### config.mk
export PLATFORM = sky130hd
export DESIGN_NAME = qam_symbol_mapper_with_param_header
export DESIGN_NICKNAME = d
export VERILOG_FILES = /design/src/rtl/qsm_pkg.sv /design/src/rtl/qsm_front.sv /design/src/rtl/qsm_queue.sv /design/src/rtl/qsm_back.sv /design/src/rtl/qam_symbol_mapper_with_param_header.sv
export SDC_FILE = /design/constraint.sdc
export NUM_CORES = 1
export LEC_CHECK = 0
export BUFFER_PORTS_ARGS = -buffer_cell sky130_fd_sc_hd__buf_4
export CAP_MARGIN = 15
export CORE_MARGIN = 2
export CORE_UTILIZATION = 40
export CTS_CLUSTER_SIZE = 12
export DETAILED_ROUTE_END_ITERATION = 16
export GPL_TIMING_DRIVEN = 0
export PLACE_DENSITY_LB_ADDON = 0.08
export RECOVER_POWER = 50
export SLEW_MARGIN = 20
export SYNTH_ARGS = -nofsm -noshare
export SYNTH_HDL_FRONTEND = slang
export SYNTH_SLANG_ARGS = --single-unit
### constraint.sdc
create_clock -name clk -period 6.2 [get_ports clk]
set_clock_uncertainty 0.05 [all_clocks]
set_input_delay 0.93 -clock clk [delete_from_list [all_inputs] [get_ports clk]]
set_output_delay 0.93 -clock clk [all_outputs]
set_load 0.02 [all_outputs]
### src/rtl/qsm_pkg.sv
package qsm_pkg;

  // defaults for the top-level parameters
  localparam int MODULE_ID_BITS_DEF   = 8;
  localparam int PARAM_ID_BITS_DEF    = 8;
  localparam int PARAM_VALUE_BITS_DEF = 32;
  localparam int SAMPLE_WORD_BITS_DEF = 16;
  localparam int SAMPLE_INT_BITS_DEF  = 4;

  localparam int WORD_BITS = 64;
  localparam int CFG_BITS  = 8;
  localparam int REG_BITS  = 32;
  localparam logic [CFG_BITS-1:0] OWN_ID_RESET = 8'd2;

  // depth of the queue between front and back
  localparam int Q_DEPTH = 2;

  // parameter ids inside a header word
  localparam int PID_DATA_LENGTH  = 0;
  localparam int PID_ORDER        = 1;
  localparam int PID_SYMBOL_COUNT = 2;

  // supported constellation orders
  localparam logic [REG_BITS-1:0] ORDER_QAM16 = 32'd16;
  localparam logic [REG_BITS-1:0] ORDER_QPSK  = 32'd4;

  // what the back end does with a queued beat
  localparam logic [1:0] OP_FWD   = 2'd0;
  localparam logic [1:0] OP_QAM16 = 2'd1;
  localparam logic [1:0] OP_QPSK  = 2'd2;
  localparam logic [1:0] OP_HOLD  = 2'd3;

  // 3-bit signed constellation levels
  localparam logic signed [2:0] LVL_M3 = -3'sd3;
  localparam logic signed [2:0] LVL_M1 = -3'sd1;
  localparam logic signed [2:0] LVL_P1 = 3'sd1;
  localparam logic signed [2:0] LVL_P3 = 3'sd3;

  typedef struct packed {
    logic [1:0]           op;
    logic [WORD_BITS-1:0] word;
  } entry_t;

endpackage

### src/rtl/qsm_front.sv
// Header parsing, parameter registers and data-phase word counting.
module qsm_front #(
  parameter int MODULE_ID_BITS   = qsm_pkg::MODULE_ID_BITS_DEF,
  parameter int PARAM_ID_BITS    = qsm_pkg::PARAM_ID_BITS_DEF,
  parameter int PARAM_VALUE_BITS = qsm_pkg::PARAM_VALUE_BITS_DEF
) (
  input  logic                             clk,
  input  logic                             rst,
  input  logic                             in_valid,
  output logic                             in_ready,
  input  logic [qsm_pkg::WORD_BITS-1:0]    in_word,
  input  logic                             cfg_valid,
  output logic                             cfg_ready,
  input  logic [qsm_pkg::CFG_BITS-1:0]     cfg_data,
  input  logic                             q_full,
  output logic                             q_push,
  output qsm_pkg::entry_t                  q_entry
);

  localparam int ID_SHIFT = PARAM_ID_BITS + PARAM_VALUE_BITS;
  localparam logic [qsm_pkg::WORD_BITS-1:0] END_MARK =
    (64'd1 << MODULE_ID_BITS) - 64'd1;

  logic [qsm_pkg::CFG_BITS-1:0] own_module_id;
  logic                         in_data_phase;
  logic [qsm_pkg::REG_BITS-1:0] data_length;
  logic [qsm_pkg::REG_BITS-1:0] modulation_order;
  logic [qsm_pkg::REG_BITS-1:0] symbol_count;
  // nested down-counters: words left in this block, blocks left
  logic [qsm_pkg::REG_BITS-1:0] inner_left;
  logic [qsm_pkg::REG_BITS-1:0] outer_left;

  logic                         accept;
  logic [qsm_pkg::WORD_BITS-1:0] mod_id;
  logic [PARAM_ID_BITS-1:0]     pid;
  logic [qsm_pkg::REG_BITS-1:0] val;
  logic                         is_own;
  logic                         is_end;
  logic [qsm_pkg::REG_BITS-1:0] len_eff;
  logic [qsm_pkg::REG_BITS-1:0] cnt_eff;

  assign cfg_ready = 1'b1;
  assign in_ready  = !q_full;
  assign accept    = in_valid && in_ready;

  // split the header word
  assign mod_id = in_word >> ID_SHIFT;
  assign pid    = in_word[PARAM_VALUE_BITS +: PARAM_ID_BITS];
  assign val    = qsm_pkg::REG_BITS'(in_word[PARAM_VALUE_BITS-1:0]);
  assign is_own = mod_id == qsm_pkg::WORD_BITS'(own_module_id);
  assign is_end = mod_id == END_MARK;

  // length and count as they stand after this word's own write
  always_comb begin
    len_eff = data_length;
    cnt_eff = symbol_count;
    if (is_own && pid == PARAM_ID_BITS'(qsm_pkg::PID_DATA_LENGTH)) len_eff = val;
    if (is_own && pid == PARAM_ID_BITS'(qsm_pkg::PID_SYMBOL_COUNT)) cnt_eff = val;
  end

  // queue push: forwarded header words and all data words
  always_comb begin
    q_push        = accept && (in_data_phase || !is_own);
    q_entry.word  = in_word;
    q_entry.op    = qsm_pkg::OP_FWD;
    if (in_data_phase) begin
      if (modulation_order == qsm_pkg::ORDER_QAM16) q_entry.op = qsm_pkg::OP_QAM16;
      else if (modulation_order == qsm_pkg::ORDER_QPSK) q_entry.op = qsm_pkg::OP_QPSK;
      else q_entry.op = qsm_pkg::OP_HOLD;
    end
  end

  always_ff @(posedge clk) begin
    if (rst) begin
      own_module_id    <= qsm_pkg::OWN_ID_RESET;
      in_data_phase    <= 1'b0;
      data_length      <= '0;
      modulation_order <= '0;
      symbol_count     <= '0;
      inner_left       <= '0;
      outer_left       <= '0;
    end else begin
      if (cfg_valid && cfg_ready) own_module_id <= cfg_data;
      if (accept) begin
        if (!in_data_phase) begin
          // parameter words; other ids (pilot width too) have no effect
          if (is_own) begin
            if (pid == PARAM_ID_BITS'(qsm_pkg::PID_DATA_LENGTH)) data_length <= val;
            if (pid == PARAM_ID_BITS'(qsm_pkg::PID_ORDER)) modulation_order <= val;
            if (pid == PARAM_ID_BITS'(qsm_pkg::PID_SYMBOL_COUNT)) symbol_count <= val;
          end
          if (is_end) begin
            in_data_phase <= (len_eff != '0) && (cnt_eff != '0);
            inner_left    <= len_eff;
            outer_left    <= cnt_eff;
          end
        end else begin
          // count down length * count data words
          if (inner_left == qsm_pkg::REG_BITS'(1)) begin
            if (outer_left == qsm_pkg::REG_BITS'(1)) begin
              in_data_phase <= 1'b0;
            end else begin
              outer_left <= outer_left - qsm_pkg::REG_BITS'(1);
              inner_left <= data_length;
            end
          end else begin
            inner_left <= inner_left - qsm_pkg::REG_BITS'(1);
          end
        end
      end
    end
  end

endmodule

### src/rtl/qsm_queue.sv
// Small register FIFO between front and back.
module qsm_queue (
  input  logic            clk,
  input  logic            rst,
  input  logic            push,
  input  qsm_pkg::entry_t push_entry,
  output logic            full,
  input  logic            pop,
  output logic            head_valid,
  output qsm_pkg::entry_t head_entry
);

  localparam int PW = (qsm_pkg::Q_DEPTH > 1) ? $clog2(qsm_pkg::Q_DEPTH) : 1;
  localparam int CW = $clog2(qsm_pkg::Q_DEPTH + 1);
  localparam logic [PW-1:0] LAST = PW'(qsm_pkg::Q_DEPTH - 1);

  qsm_pkg::entry_t entries [qsm_pkg::Q_DEPTH];
  logic [PW-1:0] wr_ptr;
  logic [PW-1:0] rd_ptr;
  logic [CW-1:0] count;

  assign full       = count == CW'(qsm_pkg::Q_DEPTH);
  assign head_valid = count != '0;
  assign head_entry = entries[rd_ptr];

  // payload storage
  always_ff @(posedge clk) begin
    if (push) entries[wr_ptr] <= push_entry;
  end

  // pointers and fill level
  always_ff @(posedge clk) begin
    if (rst) begin
      wr_ptr <= '0;
      rd_ptr <= '0;
      count  <= '0;
    end else begin
      if (push) wr_ptr <= (wr_ptr == LAST) ? '0 : wr_ptr + PW'(1);
      if (pop)  rd_ptr <= (rd_ptr == LAST) ? '0 : rd_ptr + PW'(1);
      if (push && !pop) count <= count + CW'(1);
      else if (pop && !push) count <= count - CW'(1);
    end
  end

endmodule

### src/rtl/qsm_back.sv
// Symbol mapping and the output register.
module qsm_back #(
  parameter int SAMPLE_WORD_BITS = qsm_pkg::SAMPLE_WORD_BITS_DEF,
  parameter int SAMPLE_INT_BITS  = qsm_pkg::SAMPLE_INT_BITS_DEF
) (
  input  logic                          clk,
  input  logic                          rst,
  input  logic                          q_valid,
  input  qsm_pkg::entry_t               q_entry,
  output logic                          q_pop,
  output logic                          out_valid,
  input  logic                          out_ready,
  output logic [qsm_pkg::WORD_BITS-1:0] out_word,
  output logic                          is_forwarded
);

  localparam int FRAC = SAMPLE_WORD_BITS - SAMPLE_INT_BITS;
  localparam int SHL  = (FRAC >= 0) ? FRAC : 0;
  localparam int SHR  = (FRAC < 0) ? -FRAC : 0;

  logic signed [2:0] last_real_level;
  logic signed [2:0] last_imag_level;
  logic signed [2:0] real_next;
  logic signed [2:0] imag_next;
  logic [qsm_pkg::WORD_BITS-1:0] sym_word;

  // level to fixed point; negative fraction bits floor via arithmetic shift
  function automatic logic [SAMPLE_WORD_BITS-1:0] to_fixed(input logic signed [2:0] v);
    logic signed [qsm_pkg::WORD_BITS-1:0] ext;
    ext = {{(qsm_pkg::WORD_BITS-3){v[2]}}, v};
    ext = (ext <<< SHL) >>> SHR;
    return ext[SAMPLE_WORD_BITS-1:0];
  endfunction

  assign q_pop = q_valid && (!out_valid || out_ready);

  // Gray-coded levels; unsupported order keeps the last point
  always_comb begin
    real_next = last_real_level;
    imag_next = last_imag_level;
    case (q_entry.op)
      qsm_pkg::OP_QAM16: begin
        case (q_entry.word[1:0])
          2'd0:    imag_next = qsm_pkg::LVL_M3;
          2'd1:    imag_next = qsm_pkg::LVL_M1;
          2'd2:    imag_next = qsm_pkg::LVL_P3;
          default: imag_next = qsm_pkg::LVL_P1;
        endcase
        if (q_entry.word[63:2] == 62'd0) real_next = qsm_pkg::LVL_M3;
        else if (q_entry.word[63:2] == 62'd1) real_next = qsm_pkg::LVL_M1;
        else if (q_entry.word[63:2] == 62'd2) real_next = qsm_pkg::LVL_P3;
        else real_next = qsm_pkg::LVL_P1;
      end
      qsm_pkg::OP_QPSK: begin
        imag_next = q_entry.word[0] ? qsm_pkg::LVL_P1 : qsm_pkg::LVL_M1;
        real_next = (q_entry.word[63:1] == 63'd0) ? qsm_pkg::LVL_M1 : qsm_pkg::LVL_P1;
      end
      default: begin
        real_next = last_real_level;
        imag_next = last_imag_level;
      end
    endcase
  end

  // real at bit 32, imaginary at bit 0
  assign sym_word = (qsm_pkg::WORD_BITS'(to_fixed(real_next)) << 32)
                  | qsm_pkg::WORD_BITS'(to_fixed(imag_next));

  always_ff @(posedge clk) begin
    if (rst) begin
      out_valid       <= 1'b0;
      last_real_level <= '0;
      last_imag_level <= '0;
    end else begin
      if (q_pop) begin
        out_valid <= 1'b1;
        if (q_entry.op != qsm_pkg::OP_FWD) begin
          last_real_level <= real_next;
          last_imag_level <= imag_next;
        end
      end else if (out_ready) begin
        out_valid <= 1'b0;
      end
    end
  end

  // output payload
  always_ff @(posedge clk) begin
    if (q_pop) begin
      is_forwarded <= q_entry.op == qsm_pkg::OP_FWD;
      out_word     <= (q_entry.op == qsm_pkg::OP_FWD) ? q_entry.word : sym_word;
    end
  end

endmodule

### src/rtl/qam_symbol_mapper_with_param_header.sv
// A word accepted at the input is written into the queue and then registered in the output register.
// Throughput: one word per cycle; input ready drops only when the two-entry queue is full.
// Header words for this module are absorbed and produce no output beat.
// Reset (synchronous, active high): header phase, all parameters and counters zero,
// own module id 2, queue and output register empty. No clearing pass.
module qam_symbol_mapper_with_param_header #(
  parameter int MODULE_ID_BITS   = qsm_pkg::MODULE_ID_BITS_DEF,
  parameter int PARAM_ID_BITS    = qsm_pkg::PARAM_ID_BITS_DEF,
  parameter int PARAM_VALUE_BITS = qsm_pkg::PARAM_VALUE_BITS_DEF,
  parameter int SAMPLE_WORD_BITS = qsm_pkg::SAMPLE_WORD_BITS_DEF,
  parameter int SAMPLE_INT_BITS  = qsm_pkg::SAMPLE_INT_BITS_DEF
) (
  input  logic                          clk,
  input  logic                          rst,
  input  logic                          in_valid,
  output logic                          in_ready,
  input  logic [qsm_pkg::WORD_BITS-1:0] in_word,
  output logic                          out_valid,
  input  logic                          out_ready,
  output logic [qsm_pkg::WORD_BITS-1:0] out_word,
  output logic                          is_forwarded,
  input  logic                          cfg_valid,
  output logic                          cfg_ready,
  input  logic [qsm_pkg::CFG_BITS-1:0]  cfg_data
);

  logic            q_full;
  logic            q_push;
  logic            q_pop;
  logic            q_valid;
  qsm_pkg::entry_t push_entry;
  qsm_pkg::entry_t head_entry;

  // header parsing and counting
  qsm_front #(
    .MODULE_ID_BITS  (MODULE_ID_BITS),
    .PARAM_ID_BITS   (PARAM_ID_BITS),
    .PARAM_VALUE_BITS(PARAM_VALUE_BITS)
  ) u_front (
    .clk      (clk),
    .rst      (rst),
    .in_valid (in_valid),
    .in_ready (in_ready),
    .in_word  (in_word),
    .cfg_valid(cfg_valid),
    .cfg_ready(cfg_ready),
    .cfg_data (cfg_data),
    .q_full   (q_full),
    .q_push   (q_push),
    .q_entry  (push_entry)
  );

  // decoupling queue
  qsm_queue u_queue (
    .clk       (clk),
    .rst       (rst),
    .push      (q_push),
    .push_entry(push_entry),
    .full      (q_full),
    .pop       (q_pop),
    .head_valid(q_valid),
    .head_entry(head_entry)
  );

  // mapping and output register
  qsm_back #(
    .SAMPLE_WORD_BITS(SAMPLE_WORD_BITS),
    .SAMPLE_INT_BITS (SAMPLE_INT_BITS)
  ) u_back (
    .clk         (clk),
    .rst         (rst),
    .q_valid     (q_valid),
    .q_entry     (head_entry),
    .q_pop       (q_pop),
    .out_valid   (out_valid),
    .out_ready   (out_ready),
    .out_word    (out_word),
    .is_forwarded(is_forwarded)
  );

endmodule

After elaboration in Yosys (flattened, before gate mapping)
Memories as Yosys holds them, arrays and structs flattened. A register that Yosys moved wholly into a read port is not among the register bits.
Cells that the tools add are included.
Widths: inputs -> output; s select.
{ "classes": {"add_sub_neg": 6, "eq_ne": 18, "reduce_logical": 33, "mux": 36, "bitwise_logic": 2} }
{ "ops": {"columns": ["operator", "n"], "rows": [
  ["$mux 32", 10],
  ["$eq 32x1->1 const B", 2],
  ["$mux 64", 1],
  ["$reduce_bool 32->1", 2],
  ["$sub 32x1->32 const B", 2],
  ["$logic_not 63->1", 1],
  ["$eq 62x1->1 const B", 1],
  ["$eq 62x2->1 const B", 1],
  ["$logic_not 62->1", 1],
  ["$or 48x16->48", 1],
  ["$eq 32x3->1 const B", 1],
  ["$eq 32x5->1 const B", 1],
  ["$eq 24x8->1", 1],
  ["$eq 24x8->1 const B", 1],
  ["$reduce_and 4->1", 4],
  ["$mux 1", 13],
  ["$mux 3", 4],
  ["$pmux 3 s2", 2],
  ["$mux 2", 5],
  ["$reduce_bool 2->1", 5],
  ["$pmux 3 s3", 1],
  ["$eq 8x1->1 const B", 1],
  ["$eq 8x2->1 const B", 1],
  ["$logic_and 1x1->1", 8],
  ["other kinds (14)", 25]
]} }
{ "totals": {"mem_count": 1, "out_inout_bits": 68, "input_bits": 77, "ram_bits": 132, "ff_bits": 245, "elab_cells": 111} }
{ "memory_table": {"columns": ["memory", "words", "width", "rd", "rd_clocked_by_memory_dff", "wr", "line_no", "source"], "rows": [
  ["u_queue.entries", 2, 66, 1, 1, 1, "qsm_queue.sv:17", "qsm_pkg::entry_t entries [qsm_pkg::Q_DEPTH];"]
]} }

Depth between registers and ports, before layout
Gate-level depths: netlist of the first run.
{ "depth": {"depth_word": 8, "ltp_mapped": 12} }

Hierarchy
A second synthesis of the first run with hierarchy kept.
{ "unflattened": {"hier_cells": 1702, "area_unflattened_um2": 17511.8} }
{ "modules_own_cells": {"columns": ["mod", "area_each_um2", "seq_area_each_um2", "cells_per_inst", "n_inst"], "rows": [
  ["qsm_front", 9509.1, 3383.2, 1255, 1],
  ["qsm_queue", 4983.5, 4063.9, 227, 1],
  ["qsm_back", 3019.1, 2092.0, 220, 1]
]} }

Least setup slack after synthesis of the first run
OpenSTA, ideal clock, no wires.
{ "synth_timing": {"kind": "input -> register", "from": "in in_valid", "to": "mem u_queue.entries[0][0] in the netlist's numbering, enable pin", "setup_time_ns": 0.491, "t_arrival_ns": 4.176, "path_stages": 4, "path_slack_ns": 1.483, "cell_sequence": "and2_1 -> clkbuf_1 -> o41ai_1 -> nor2_1"} }
{ "synth_between": {"elab_chain_len": 4} }
{ "synth_rtl": {"columns": ["element", "line_no", "source"], "rows": [
  ["start, declared", "qam_symbol_mapper_with_param_header.sv:15", "input logic in_valid,"],
  ["$logic_and 1x1->1", "qsm_front.sv:44", "assign accept = in_valid && in_ready;"],
  ["$logic_and 1x1->1", "qsm_front.sv:63", "q_push = accept && (in_data_phase || !is_own);"],
  ["$mux 1", "qsm_queue.sv:28", "if (push) entries[wr_ptr] <= push_entry;"],
  ["$mux 1 (not written as such)", "qsm_queue.sv:28", null],
  ["end, declared", "qsm_queue.sv:17", null]
]} }
Every way passes these cells.

Final worst setup path of the first run
{ "layout_timing": {"from": "in in_word[61] in the netlist's numbering", "to": "mem u_queue.entries[1][33] in the netlist's numbering, enable pin"} }
{ "layout_between": {"elab_chain_len": 6} }
{ "layout_rtl": {"columns": ["element", "line_no", "source"], "rows": [
  ["start, declared", "qam_symbol_mapper_with_param_header.sv:17", "input logic [qsm_pkg::WORD_BITS-1:0] in_word,"],
  ["$eq 24x8->1", "qsm_front.sv:50", "assign is_own = mod_id == qsm_pkg::WORD_BITS'(own_module_id);"],
  ["$logic_not 1->1", "qsm_front.sv:63", null],
  ["$logic_or 1x1->1", "qsm_front.sv:63", null],
  ["$logic_and 1x1->1", "qsm_front.sv:63", null],
  ["$mux 1", "qsm_queue.sv:28", null],
  ["$mux 1 (not written as such)", "qsm_queue.sv:28", null]
]} }
Every way passes these cells.

==> impl_results.md, run 1 <==
- Max_cap viols: 2
- Clock latency on the worst-skew pair: between 0.5 and 0.6 ns
- Slew @ Worst Pin: approximately 2.3 ns
- Slew headroom: -0.538
- Sequential-to-total area share from yosys stat: 0.569
- #FFs+latches synth: 378
- Port-buffer cells: ~140
- Initial DRC Count: 1311
- Rows: 75
- Synth Flop Type: edfxtp_1
- FF+latch area: ~9500 um2
- Share of flip-flops with an asynchronous set or reset: 0
- Status: finished with violations
- Area of the multi-input gates: between 6000 and 7000 um2
- Starting Density: 0.403
- Total grt overflow: 0
- Top cells by area, synth: edfxtp_1 (35%), dfxtp_1 (22%), mux2i_1 (7.2%)
- CTS Sinks: ~380
- CTS clk-pin slew, worst paths: 0.06 ns
- Vias: between 10k and 15k
- Fin. Hold Viols: 0
- CTS buffer count: 43
- Largest net degree at the start of global routing: about 40
- Fin. max-slew vios: 60
- Failing checks: capacitance limit, slew limit
- Worst Path Required: 6.47 ns
- Number of synthesized flops with an enable pin: 197
- Fillers: a little over 4k
- Area of the mapped netlist: 16800 um2
- TritonCTS clock tree: yes
- Pleak: ~6.9 nW
- Fmax: 206 MHz
- Top-count cell post-synth: nand2_1
- Final Cycle Share: 0.784
- Crit end category: flop
- Tmin final: between 4 and 5 ns
- Final core utilization: 0.468
- Die area: about 44000 um2
- Syn Nets: about 1.7k
- Core footprint: 41700 um2
- Largest area contributor in the netlist: edfxtp_1
- Arr. time, crit path: just over 5 ns
- Worst Hold Class: flop to flop
- Die Width: between 200 and 250 um
- Layout cells sized above 1: 0.0578
- GP Congestion: 0.920
- GR Util All Layers: 0.253
- Top cells by count, synth: nand2_1 (201), edfxtp_1 (197), dfxtp_1 (181), a21oi_1 (153), nor2_1 (142)
- Fin nets: 1903
- Worst setup path class: primary input to flop
- Crit path max fanout: 24
- WHS: 0.399 ns
- Final setup violation count: 0
- Cts hold-fix bufs: 0
- First-pass GRT wire length: 82.4 mm
- Area growth syn-to-layout: 16.2%
- HPWL after DPL: roughly 40 mm
- RSZ-0062 raised after global routing: no
- Routed wire per std cell: 23.2 um
- Post-CTS setup buffer count: 0
- Post-Synthesis Cells: approximately 1.6k
- Die Y: 209 um
- DRC errors left: 0
- Root Buffer: clkbuf_16
- Post-CTS sizing: 0
- YS warnings: 0
- Vias per cell: 5.60
- 1st-pass router iterations: 6
- CP Launch Type: primary input
- Vias in the first global route: between 10k and 15k
- H-Tree Level Count: 2
- Final WL: between 50 and 60 mm
- Initial antenna violation count: 2
- Clk buf depth: 3
- Io pins: around 150
- Worst vdd ir: ~170 uV
- Power density cells: ~370 nW/um2
- Proportion of netlist area held by the largest area contributor: 0.353
- Remaining antenna violation count: 0
- Synth cell types: 63
- Synthesized area per cell: slightly above 10 um2
[logic make-up after synthesis]
logic type | synth area share
other | 0.000223
adders and majority gates | 0.00597
buffers and inverters | 0.0310
AOI/OAI and AO/OA | 0.109
DFF | 0.569
muxes | 0.0796
xor gates and xnor gates | 0.0167
and+or+nand+nor | 0.189
[flip-flops by register name (all words and copies together) (netlist names), named ones only]
signal,cells
u_front.in_data_phase,1
u_back.out_word,64
u_front.data_length,32
u_queue.entries,132
u_front.symbol_count,32
u_front.modulation_order,32
u_front.outer_left,32
u_queue.rd_ptr,1
u_queue.count,2
u_queue.wr_ptr,1
u_back.last_imag_level,3
u_back.out_valid,1
u_front.inner_left,32
u_front.own_module_id,8
u_back.last_real_level,3
u_back.is_forwarded,1
[area by class of cell]
cell class                      instances  share of cell area
Timing Repair Buffer                  149              0.0339
Inverter                               28             0.00545
Buffer                                 97              0.0213
Antenna cell                            2            0.000257
Tap cell                              539              0.0346
Clock inverter                         15             0.00841
Multi-Input combinational cell       1121               0.345
Sequential cell                       378               0.489
Clock buffer                           62              0.0620
[final timing paths]
kind / start / end / slack, ns / depth (start not counted)
max: in_word[61] / u_queue.entries[1][33] / 1.34 / 8
min: u_back.last_imag_level[0] / u_back.last_imag_level[0] / 0.40 / 2
max reg2reg: u_queue.count[0] / u_queue.entries[1][33] / 1.60 / 8
min reg2reg: u_back.last_imag_level[0] / u_back.last_imag_level[0] / 0.40 / 2
[metrics by stage]
stage	total power, W	TNS (ns)	setup WS (ns)	cells	instance area [um2]
floorplan	0.00427	0	1.48	1624	16800
global placement	0.00501	-120.28	-0.938	2305	18500
detailed placement	0.00506	0	1.31	2312	18700
CTS	0.00755	0	1.90	2389	20100
global route	0.00758	0	1.08	2391	19500
finish	0.00728	0	1.34	2391	19500
[layer usage]
metal  up-vias  share of wire  track usage
met2       477           0.48        0.426
met4         0          0.027       0.0835
met1      6477           0.44        0.334
li1       6348              -            -
met3        87          0.056       0.0385
met5         -              0            0
[placed cells by master (no fill, tap or decap), drive strengths merged, types with 7 or more instances in the layout]
cell type  instances
ha                 8
nor2b             61
nand4             29
buf               30
nor2             142
clkinv            11
nand2            201
o2111ai            8
and2               7
a21oi            153
nor3              37
xor2              14
o211ai             9
inv               28
clkbuf           278
nor4              81
o21ai             48
nand2b            11
edfxtp           197
dfxtp            181
or4               15
nand3b             8
mux2              11
a211oi            15
or3               15
mux2i            121
nand3             14
xnor2             18
o22ai             24
[where the power goes]
group	switching (W)	internal (W)	total, W
clock	0.00102	0.00148	0.00250
sequential	0.000131	0.00314	0.00327
combinational	0.00107	0.000434	0.00150
total	0.00222	0.00506	0.00728
[critical path: stages]
cell	delay, ns
clkbuf_1	0.11
nor4_1	0.47
nand4_1	0.41
o41ai_1	1.13
nor2_1	0.36
clkbuf_1	0.54
clkbuf_1	0.72
buf_12	0.41
No activity file was read; power rests on OpenSTA's default activity.
==> inputs of run 2 (changes only) <==
clock period = 5 ns   (was 6.2 ns; I/O delays follow)
==> run 2 against run 1 <==
The flow still finishes with violations (capacitance limit, slew limit); sequential power rose by 24%; hold slack lost 0.058 ns; sequential share of layout area shrank 0.066 points; register-to-register slack worse by 0.80 ns; final area rose by 0.13%; wire length about the same; utilization rose by 0.063 points; via count is 0.40% lower; total power grew 24%.
==> impl_results.md, run 2 (synthesized netlist as in run 1, its figures left out) <==
- Commonest non-fill, non-tap cell in the layout: clkbuf_1 (unchanged)
- Die area: 43600 um2 (unchanged)
- Arr. time, crit path: 4.63 ns (was 5.13 ns)
- Hold endpoint: u_front.own_module_id[1] (was u_back.last_imag_level[0])
- Met3 Use GR: 0.0385 (unchanged)
- Area of the multi-input gates: 6730 um2 (unchanged)
- Root Buffer: clkbuf_16 (unchanged)
- Die Width: 209 um (unchanged)
- Remaining antenna violation count: 0 (unchanged)
- Worst vdd ir: 217 uV (was 175 uV)
- RSZ-0062 raised after global routing: no (unchanged)
- Largest reg by FF count: u_queue.entries (unchanged)
- TritonCTS clock tree: yes (unchanged)
- Worst R2R End: u_back.out_word[46] (was u_queue.entries[1][33])
- Tot Pwr: 0.00903 W (was 0.00728 W)
- Initial antenna violation count: 2 (unchanged)
- Fmax: about 230 MHz
- Tmin final: ~4.4 ns
- GP Congestion: 0.920 (unchanged)
- Fillers: 4035 (was 4041)
- Clk buf depth: 3 (unchanged)
- Routed wire per std cell: 23.2 um (about the same)
- R2r worst-path depth: 8 (unchanged)
- WHS: 0.342 ns (was 0.399 ns)
- Final core utilization: 0.469 (was 0.468)
- Power density cells: 462 nW/um2 (was 373 nW/um2)
- Reg2reg setup slack: 0.80 ns (was 1.60 ns)
- Setup slack after layout: 0.643 ns (was 1.34 ns)
- Io pins: 145 (unchanged)
- Status: finished with violations (unchanged)
- Top Registers: u_queue.entries: 132 flops, u_back.out_word: 64 flops (unchanged)
- M1 GR Usage: 0.334 (unchanged)
- Final setup TNS: 0 ns (unchanged)
- Failing checks: capacitance limit, slew limit (unchanged)
- Busiest grt layer: met2 (unchanged)
- Vias: 13.3k (was 13.4k)
- Post-CTS sizing: 0 (unchanged)
- Largest net degree at the start of global routing: 41 (unchanged)
- Vias per cell: 5.58 (was 5.60)
- Worst Setup SP: in_word[61] (unchanged)
- First-pass GRT wire length: 82.4 mm (unchanged)
- FF+latch area: 9540 um2 (unchanged)
- Hold path startpoint: cfg_data[1] (was u_back.last_imag_level[0])
- CTS buffer count: 43 (unchanged)
- Global Route met2 Usage: 0.426 (unchanged)
- Slew headroom: -0.249 (was -0.538)
- Rows: 75 (unchanged)
- Fin. Hold Viols: 0 (unchanged)
- Worst Path Required: 5.27 ns (was 6.47 ns)
- Final Cycle Share: 0.871
- Total grt overflow: 0 (unchanged)
- Crit end category: flop (unchanged)
- Pleak: 6.87 nW (was 6.85 nW)
- GR Util All Layers: 0.253 (unchanged)
- Area growth syn-to-layout: 16.4% (was 16.2%)
- CTS Sinks: 378 (unchanged)
- Die Y: 209 um (unchanged)
- HPWL after DPL: 40.2 mm (unchanged)
- CTS clk-pin slew, worst paths: 0.06 ns (about the same)
- Fin nets: 1903 (unchanged)
- Layout cells sized above 1: 0.0595 (was 0.0578)
- Clock latency on the worst-skew pair: 0.58 ns (about the same)
- Worst setup path class: primary input to flop (unchanged)
- Post-CTS setup buffer count: 0 (unchanged)
- DP Worst Slack: 0.286 ns (was 1.31 ns)
- DRC errors left: 0 (unchanged)
- Fin. max-slew vios: 18 (was 60)
- Port-buffer cells: 142 (unchanged)
- Final setup violation count: 0 (unchanged)
- Commonest non-fill, non-tap cells in the layout: clkbuf_1 (227), nand2_1 (201), edfxtp_1 (197), dfxtp_1 (181), a21oi_1 (153) (was clkbuf_1 (230), nand2_1 (201), edfxtp_1 (197), dfxtp_1 (181), a21oi_1 (153))
- Vias in the first global route: 13.0k (unchanged)
- Final WL: 55.5 mm (about the same)
- Max_cap viols: 1 (was 2)
- Crit path max fanout: 24 (unchanged)
- Max FFs per register: 132 (unchanged)
- Worst Hold Class: primary input to flop (was flop to flop)
- Cts hold-fix bufs: 0 (unchanged)
- 1st-pass router iterations: 5 (was 6)
- CP Launch Type: primary input (unchanged)
- Slew @ Worst Pin: 1.87 ns (was 2.31 ns)
- Initial DRC Count: 1256 (was 1311)
- H-Tree Level Count: 2 (unchanged)
- Core footprint: 41700 um2 (unchanged)
- Hold depth: 2 (unchanged)
- Starting Density: 0.403 (unchanged)
## run 2: cell count changes in the layout (fill, tap and decap cells not counted), sizes merged
cell	delta
clkbuf	-1
buf	+1
## run 2: per-stage QoR
step           area (um2)  instances
5_1_grt             19500       2391
2_1_floorplan       16800       1624
3_5_place_dp        18700       2312
3_3_place_gp        18500       2305
4_1_cts             20100       2389
6_report            19500       2391
## run 2: final cells by class
cell class	instances	area share
flip-flops and latches	378	0.489
multi-input cells	1121	0.344
clock buffers	62	0.0619
repair buffers	149	0.0352
well taps	539	0.0345
plain buffers	97	0.0213
clock inverters	15	0.00839
inverters	28	0.00545
diodes	2	0.000256
## run 2: worst max path at each step
stage                                   endpoint  slack, ns  cells after the start
after CTS                    u_back.out_word[46]       0.71                      8
after floorplan            u_queue.entries[0][0]       0.46                      4
after detailed placement  u_front.inner_left[23]       0.29                      9
final                     u_queue.entries[1][33]       0.64                      8
after global routing      u_queue.entries[1][33]       0.32                      8
after global placement    u_queue.entries[0][40]      -1.96                      5
## run 2: power breakdown
part           leakage (nW)  total [W]  switching (W)  internal, W
Sequential             3.33    0.00405       0.000162      0.00389
Combinational          2.87    0.00187        0.00132     0.000551
Clock                 0.671    0.00311        0.00127      0.00183
Total                  6.87    0.00903        0.00276      0.00627
## run 2: worst max-delay path: stages
cell      delay, ns
clkbuf_1       0.11
nor4_1         0.44
nand4_1        0.40
o41ai_1        1.10
nor2_1         0.36
clkbuf_1       0.54
clkbuf_2       0.57
buf_12         0.33
## run 2: routing by layer
metal | up-vias | part of all wire
met5 | - | 0
met4 | 0 | 0.028
met3 | 94 | 0.056
met2 | 425 | 0.48
met1 | 6473 | 0.43
li1 | 6343 | -
